`config.mk`:
```
export PLATFORM = sky130hd
export DESIGN_NAME = signed_int_to_decimal_ascii
export DESIGN_NICKNAME = d
export VERILOG_FILES = /design/src/rtl/sitda_pkg.sv /design/src/rtl/signed_int_to_decimal_ascii.sv
export SDC_FILE = /design/constraint.sdc
export NUM_CORES = 1
export LEC_CHECK = 0
export BUFFER_PORTS_ARGS = -buffer_cell sky130_fd_sc_hd__buf_2
export CAP_MARGIN = 10
export CORE_UTILIZATION = 30
export DETAILED_ROUTE_END_ITERATION = 6
export PLACE_DENSITY = 0.56
export SLEW_MARGIN = 20
export SYNTH_ARGS = -nofsm -noshare
export SYNTH_HDL_FRONTEND = slang
export SYNTH_SLANG_ARGS = --single-unit
```
`constraint.sdc`:
```
create_clock -name clk -period 3.8 [get_ports clk]
set_clock_uncertainty 0.2 [all_clocks]
set_input_delay 0.19 -clock clk [delete_from_list [all_inputs] [get_ports clk]]
set_output_delay 0.19 -clock clk [all_outputs]
set_load 0.05 [all_outputs]
```
`src/rtl/sitda_pkg.sv`:
```
// Shared constants for the signed integer to decimal ASCII converter.
// No dependencies; imported by the converter, its checker and the bench.
package sitda_pkg;

    localparam int VALUE_BITS = 32;
    // Decimal digits needed for a VALUE_BITS-bit magnitude (log10(2) ~ 0.30103).
    localparam int DIGITS     = (VALUE_BITS * 30103) / 100000 + 1;
    localparam int BCD_W      = DIGITS * 4;
    localparam int CNT_W      = $clog2(VALUE_BITS);
    localparam int NDIG_W     = $clog2(DIGITS + 1);

    localparam logic [7:0] CHAR_ZERO  = 8'd48;
    localparam logic [7:0] CHAR_MINUS = 8'd45;
    localparam logic [7:0] CHAR_NINE  = 8'd57;

endpackage

```
`src/rtl/signed_int_to_decimal_ascii.sv`:
```
// Signed integer to decimal ASCII text converter, streaming in and out.
// Steps: a double-dabble pass over the VALUE_BITS magnitude bits, then leading zeros
// dropped, a minus sign for a negative value, then one character per cycle (1 to 11)
// while the sink does not stall. A new value is taken only in idle, once the last
// character of the previous one is in the one-character output register.
// Reset: rst_n asynchronous, active low; returns to idle with no output valid.
module signed_int_to_decimal_ascii
    import sitda_pkg::*;
(
    input  logic                  clk,
    input  logic                  rst_n,
    // Input stream
    input  logic                  s_tvalid,
    output logic                  s_tready,
    input  logic [VALUE_BITS-1:0] s_tdata,   // [31:0] value (signed)
    // Output stream
    output logic                  m_tvalid,
    input  logic                  m_tready,
    output logic [7:0]            m_tdata,   // [7:0] char_code
    output logic                  m_tlast    // last_char
);

    typedef enum logic [2:0] {
        ST_IDLE,
        ST_CONV,
        ST_TRIM,
        ST_SIGN,
        ST_EMIT
    } state_t;

    state_t              state_reg,  state_next;
    logic [VALUE_BITS-1:0] bin_reg,  bin_next;
    logic [BCD_W-1:0]    bcd_reg,    bcd_next;
    logic [CNT_W-1:0]    cnt_reg,    cnt_next;
    logic [NDIG_W-1:0]   ndig_reg,   ndig_next;
    logic                neg_reg,    neg_next;
    logic                valid_reg,  valid_next;
    logic [7:0]          data_reg,   data_next;
    logic                last_reg,   last_next;

    logic [BCD_W-1:0]    bcd_adj;
    logic [3:0]          top_digit;
    logic                slot_free;
    logic                in_xfer;

    assign s_tready  = (state_reg == ST_IDLE);
    assign in_xfer   = s_tvalid && s_tready;
    assign m_tvalid  = valid_reg;
    assign m_tdata   = data_reg;
    assign m_tlast   = last_reg;

    // The output register can take a new character when empty or draining.
    assign slot_free = !valid_reg || m_tready;
    assign top_digit = bcd_reg[BCD_W-1 -: 4];

    // Add-3 unit: correct every BCD digit of 5 or more before the shift.
    always_comb
    begin
        for (int i = 0; i < DIGITS; i++)
        begin
            if (bcd_reg[i*4 +: 4] >= 4'd5)
                bcd_adj[i*4 +: 4] = bcd_reg[i*4 +: 4] + 4'd3;
            else
                bcd_adj[i*4 +: 4] = bcd_reg[i*4 +: 4];
        end
    end

    always_comb
    begin
        state_next = state_reg;
        bin_next   = bin_reg;
        bcd_next   = bcd_reg;
        cnt_next   = cnt_reg;
        ndig_next  = ndig_reg;
        neg_next   = neg_reg;
        data_next  = data_reg;
        last_next  = last_reg;
        // Drop the held character once the sink takes it.
        valid_next = valid_reg && !m_tready;

        case (state_reg)
            ST_IDLE:
            begin
                if (in_xfer)
                begin
                    neg_next   = s_tdata[VALUE_BITS-1];
                    // Unsigned magnitude; the most negative value maps to itself.
                    bin_next   = s_tdata[VALUE_BITS-1] ? (~s_tdata + 1'b1) : s_tdata;
                    bcd_next   = '0;
                    cnt_next   = '0;
                    state_next = ST_CONV;
                end
            end
            ST_CONV:
            begin
                // Shift one magnitude bit into the corrected BCD word.
                bcd_next = {bcd_adj[BCD_W-2:0], bin_reg[VALUE_BITS-1]};
                bin_next = {bin_reg[VALUE_BITS-2:0], 1'b0};
                cnt_next = cnt_reg + 1'b1;
                if (cnt_reg == CNT_W'(VALUE_BITS - 1))
                begin
                    ndig_next  = NDIG_W'(DIGITS);
                    state_next = ST_TRIM;
                end
            end
            ST_TRIM:
            begin
                // Skip leading zero digits, always keeping at least one.
                if (top_digit == 4'd0 && ndig_reg != NDIG_W'(1))
                begin
                    bcd_next  = {bcd_reg[BCD_W-5:0], 4'd0};
                    ndig_next = ndig_reg - 1'b1;
                end
                else if (neg_reg)
                    state_next = ST_SIGN;
                else
                    state_next = ST_EMIT;
            end
            ST_SIGN:
            begin
                if (slot_free)
                begin
                    valid_next = 1'b1;
                    data_next  = CHAR_MINUS;
                    last_next  = 1'b0;
                    state_next = ST_EMIT;
                end
            end
            ST_EMIT:
            begin
                if (slot_free)
                begin
                    valid_next = 1'b1;
                    data_next  = CHAR_ZERO + {4'd0, top_digit};
                    last_next  = (ndig_reg == NDIG_W'(1));
                    bcd_next   = {bcd_reg[BCD_W-5:0], 4'd0};
                    ndig_next  = ndig_reg - 1'b1;
                    if (ndig_reg == NDIG_W'(1))
                        state_next = ST_IDLE;
                end
            end
            default:
            begin
                state_next = ST_IDLE;
            end
        endcase
    end

    // State and output valid flag are reset; payload registers need no reset.
    always_ff @(posedge clk or negedge rst_n)
    begin
        if (!rst_n)
        begin
            state_reg <= ST_IDLE;
            valid_reg <= 1'b0;
        end
        else
        begin
            state_reg <= state_next;
            valid_reg <= valid_next;
        end
    end

    always_ff @(posedge clk)
    begin
        bin_reg  <= bin_next;
        bcd_reg  <= bcd_next;
        cnt_reg  <= cnt_next;
        ndig_reg <= ndig_next;
        neg_reg  <= neg_next;
        data_reg <= data_next;
        last_reg <= last_next;
    end

endmodule

```
## Word level (Yosys, flattened, before mapping)

Cells that the tools add are included.

- Add/sub/neg operators: 14
- Order comparisons: 10
- Equality and inequality tests: 14
- Muxes and demuxes: 39
- Bitwise gates (word level): 1
- Reductions and logical operators: 19

Operator list:

| cell | number |
|---|---|
| $pmux W40 S4 | 1 |
| $mux W40 | 3 |
| $mux W32 | 2 |
| $pmux W32 S2 | 1 |
| $mux W4 | 12 |
| $ge A4 B3 Y1 const B | 10 |
| $add A4 B2 Y4 const B | 9 |
| $add A32 B1 Y32 const B | 1 |
| $not A32 Y32 | 1 |
| $mux W3 | 8 |
| $mux W8 | 2 |
| $pmux W8 S2 | 1 |
| $pmux W3 S5 | 1 |
| $ne A2 B2 Y1 const B | 6 |
| $pmux W4 S3 | 1 |
| $pmux W5 S2 | 1 |
| $reduce_and A4 Y1 | 2 |
| $add A6 B4 Y7 const A | 1 |
| $eq A3 B2 Y1 const B | 2 |
| $reduce_and A6 Y1 | 1 |
| $add A5 B1 Y5 const B | 1 |
| $eq A5 B5 Y1 const B | 1 |
| $mux W5 | 1 |
| $eq A4 B1 Y1 const B | 1 |
| other kinds (19) | 27 |

- Flip-flop bits (word level): 95
- Input port bits: 36
- Output and inout port bits: 11
- Logic and storage cells: 106

## Logic depth before layout (Yosys ltp)

- Depth after elaboration: 5
- Mapped depth: 8
- Depth with buffers taken out: 7

## Worst setup path after synthesis

No wires, ideal clock.

- Path kind: reg-to-reg
- From: register state_reg[1]
- To: register bcd_reg[0], enable pin
- Library setup time: 0.446 ns
- Arrival time: 3.675 ns
- Required time: 3.154 ns
- Path slack: -0.521 ns
- Stages on the path, launching flop included: 6
- Cells stage by stage: dfrtp_1 > clkbuf_1 > nor3_1 > and2_1 > or2_2 > o21bai_1

- Longest elaborated chain between the ends: 4
- Elaborated cells between the ends (all ways): 10
- Those cells by class: 6 x eq/ne; 4 x reduce/logical

Ends and longest elaborated chain:

| what | RTL line | source |
|---|---|---|
| start: declaration | signed_int_to_decimal_ascii.sv:31 | `state_t state_reg, state_next;` |
| start signal: assignment | signed_int_to_decimal_ascii.sv:159 | `state_reg <= state_next;` |
| $logic_not A3 Y1 (*) | signed_int_to_decimal_ascii.sv:46 | `assign s_tready = (state_reg == ST_IDLE);` |
| net s_tready | signed_int_to_decimal_ascii.sv:14 | `output logic s_tready,` |
| $logic_and A1 B1 Y1 | signed_int_to_decimal_ascii.sv:47 | `assign in_xfer = s_tvalid && s_tready;` |
| $ne A2 B1 Y1 (no source line) | -- |  |
| $reduce_and A4 Y1 (no source line) (*) | -- |  |
| end signal: assignment | signed_int_to_decimal_ascii.sv:167 | `bcd_reg <= bcd_next;` |
| end: declaration | signed_int_to_decimal_ascii.sv:33 | `logic [BCD_W-1:0] bcd_reg, bcd_next;` |

The timed path passes the listed nets; every way through them passes the cells marked *.
A chain may end at the register's enable or synchronous reset.

## Worst setup path after layout

- From: input s_tdata[0]
- To: register bin_reg[28], data pin

- Longest elaborated chain between the ends: 5

Ends and longest elaborated chain:

| what | RTL line | source |
|---|---|---|
| start: declaration | signed_int_to_decimal_ascii.sv:15 | `input logic [VALUE_BITS-1:0] s_tdata,` |
| $not A32 Y32 | signed_int_to_decimal_ascii.sv:88 | `bin_next = s_tdata[VALUE_BITS-1] ? (~s_tdata + 1'b1) : s_tdata;` |
| $add A32 B1 Y32 | signed_int_to_decimal_ascii.sv:88 |  |
| $mux W32 | signed_int_to_decimal_ascii.sv:88 |  |
| $mux W32 | signed_int_to_decimal_ascii.sv:84 | `if (in_xfer)` |
| $pmux W32 S2 | signed_int_to_decimal_ascii.sv:81 | `case (state_reg)` |
| net bin_next[28] | signed_int_to_decimal_ascii.sv:32 | `logic [VALUE_BITS-1:0] bin_reg, bin_next;` |
| end signal: assignment | signed_int_to_decimal_ascii.sv:166 | `bin_reg <= bin_next;` |
| end: declaration | signed_int_to_decimal_ascii.sv:32 |  |

The timed path passes the listed nets, and every way through them passes these cells. The select of a mux whose other input is x is not followed.

==> impl_metrics.yaml <==
status:
  status: "finished, final reports clean"
route:
  drtIter0Drc: 224
  ant_nets: 0
  dr_total_vias: 4037
  drtPass1Iterations: 4
  wl_met2_um: 4850
  highest_layer: "met4"
  drc: 0
  wirelength_um: 10700
  drt-vias-per-instance: 4.91
  wl_met1_um: 5250
  wl_per_cell_um: 13.0
  met3WireLength_um: 451
layout:
  multi_input_area_mm2: 0.00258
  drive_gt1_frac: 0.128
  largest_reg_flops: 40
  nFillCells: 1866
  layout.cells.non_filler: 822
  final_cell_mix: "88 x edfxtp_1, 69 x nand2_1, 68 x o21ai_0"
  final_util: 0.350
  final-seq-area_mm2: 0.00274
  area_delta_synth_final_pct: 13.9
  final_common_cell: "edfxtp_1"
  fin_nets: 650
  n_antenna_cell: 0
sta:
  min_period_over_period: 0.709
  worst_pin_slew_ns: 0.866
  rsz0062_at_grt: "no"
  setup_viol: 0
  period_needed_ns: 2.69
  fmax_mhz: 371
  relSlewSlack: 0.421
  final_hold_viol_count: 0
  maxSlewViolCount: 0
  fin_setup_tns_ns: 0
clocking:
  tritoncts: "done"
  cts_setup_buffers: 0
  cts_buffers: 9
  worstSkewPairLatency_ns: 0.35
  root_buffer: "clkbuf_16"
  clock_path_buffers: 2
  clock-sinks: 92
  h-tree-depth: 3
  clk_pin_slew_ns: 0.07
power_and_ir_drop:
  p_leak_nw: 2.39
  ir_drop_v: 0.000325
  power_density_mw_per_mm2: 809
  design_power_total_mw: 5.10
worst_setup_path:
  r2r_setup_slack_ns: 1.21
  endpoint_kind: "register"
  crit_slowest_cell: "or4b_4"
  startpoint_type: "input pin"
  cp_slowest_stage_delay_ns: 0.61
  cp_max_fo: 10
  crit_arrival_ns: 2.71
  required_ns: 3.81
  path_cells: "buf_2 > inv_1 > ha_1 > or3b_2 > or3_1 > or4b_4 > or4b_1 > nand3_1"
  critical_path_class: "in2reg"
logic_synthesis:
  ys_seq_elements: 92
  synth_edf_count: 88
  ys_types: 44
  async_reset_ff_frac: 0.0435
  ys.flop_type: "edfxtp_1"
  synth_area_mm2: 0.00553
  avgSynthCellArea_um2: 9.97
  synth_cells: 555
  ys_seq_area_frac: 0.496
  ys.warnings.count: 0
floorplanning:
  rows: 49
  die_area_mm2: 0.0190
  die_x_um: 138
  core-area_mm2: 0.0180
  start_util: 0.307
  die_height_um: 138
  boundaryPins: 47
global_routing:
  grt_pass1_vias: 4011
  grt_use_total: 0.123
  gr-total-overflow: 0
  grt_antenna_before_repair: 0
  grt_pass1_wl_um: 18400
  grt_max_degree: 52
placement:
  dp.final_hpwl_um: 7230
  portBuffers: 43
  dp.cells: 804
  gp_congestion: 0.787
worst_hold_path:
  hp-class: "in2reg"
job:
  drv_cap: 0
==> metrics by stage <==
stage	instance area [µm²]	hold slack [ns]	worst slack [ns]
after detailed placement	5960	-0.202	0.738
after global routing	6300	0.0130	0.991
final	6300	0.00255	1.11
after floorplan	5550	-0.306	0.423
after CTS	6300	0.000148	1.11
after global placement	5960	-0.206	0.815
==> cells by family (layout without fill, tap and decap cells) <==
family / count (synthesis) / after routing / share of synthesized area
other: 2 / 3 / 0.00136
multiplexers: 2 / 2 / 0.00588
flip-flops: 92 / 92 / 0.496
XOR/XNOR: 47 / 47 / 0.0744
AO/OA/AOI/OAI: 149 / 149 / 0.158
AND/OR/NAND/NOR: 181 / 181 / 0.163
adder cells (fa/ha/maj): 26 / 26 / 0.0588
buffers and inverters: 56 / 93 / 0.0434
==> layout make-up <==
class                   instances  share of cell area
repair buffers                 50              0.0433
clock buffers                  10              0.0363
clock inverters                 6              0.0149
well taps                     229              0.0455
inverters                      27              0.0161
multi-input cells             408               0.409
flip-flops and latches         92               0.435
==> metal layers <==
metal | vias up | global-route usage
met3 | 11 | 0.0309
met4 | 0 | 0.0417
met5 | - | 0
met2 | 86 | 0.203
met1 | 1884 | 0.156
li1 | 2056 | -
==> cell usage after synthesis (2+ instances only) <==
master / instances / area (µm²)
nor3b_1: 15 / 113
nand2b_1: 14 / 87.6
or3_1: 3 / 18.8
nor2_1: 38 / 143
xor2_1: 31 / 272
buf_4: 4 / 30.0
or3b_2: 3 / 26.3
and2_1: 5 / 31.3
nor4_1: 2 / 12.5
buf_1: 3 / 11.3
o41ai_1: 8 / 70.1
buf_6: 2 / 22.5
nor2b_1: 6 / 37.5
clkbuf_1: 20 / 75.1
dfrtp_1: 4 / 100
edfxtp_1: 88 / 2640
a22o_1: 4 / 35.0
inv_1: 27 / 101
nand3_1: 5 / 25.0
conb_1: 2 / 7.51
o31ai_1: 19 / 143
xnor2_1: 16 / 140
a22oi_1: 4 / 30.0
or4_1: 6 / 45.0
ha_1: 26 / 325
nor3_1: 8 / 40.0
o21ai_0: 68 / 340
a21oi_1: 40 / 200
nand2_1: 69 / 259
==> worst paths after layout <==
kind,startpoint,to,depth (start not counted)
worst max register to register,state_reg[0],bcd_reg[8],5
worst min-delay path,s_tvalid,neg_reg,2
worst min register to register,bin_reg[26],bin_reg[27],2
max in group asynchronous,rst_n,m_tvalid,3
min in group asynchronous,rst_n,state_reg[2],3
worst max-delay path,s_tdata[0],bin_reg[28],8
==> report_power, final <==
group,total [mW],switching (mW),internal (mW)
Clock,0.989,0.404,0.585
Combinational,1.91,1.17,0.738
Sequential,2.20,0.314,1.89
Total,5.10,1.89,3.21
==> critical path: cells and delay by family <==
family | cells | cell delay, ns
AND/OR/NAND/NOR | 5 | 2.17
buffers and inverters | 2 | 0.18
adder cells (fa/ha/maj) | 1 | 0.17
==> timing repair <==
item,in CTS,in global routing
hold endpoints to repair,4,0
resized for setup,0,0
hold buffers,2,0
(Power assumes the default switching activity.)
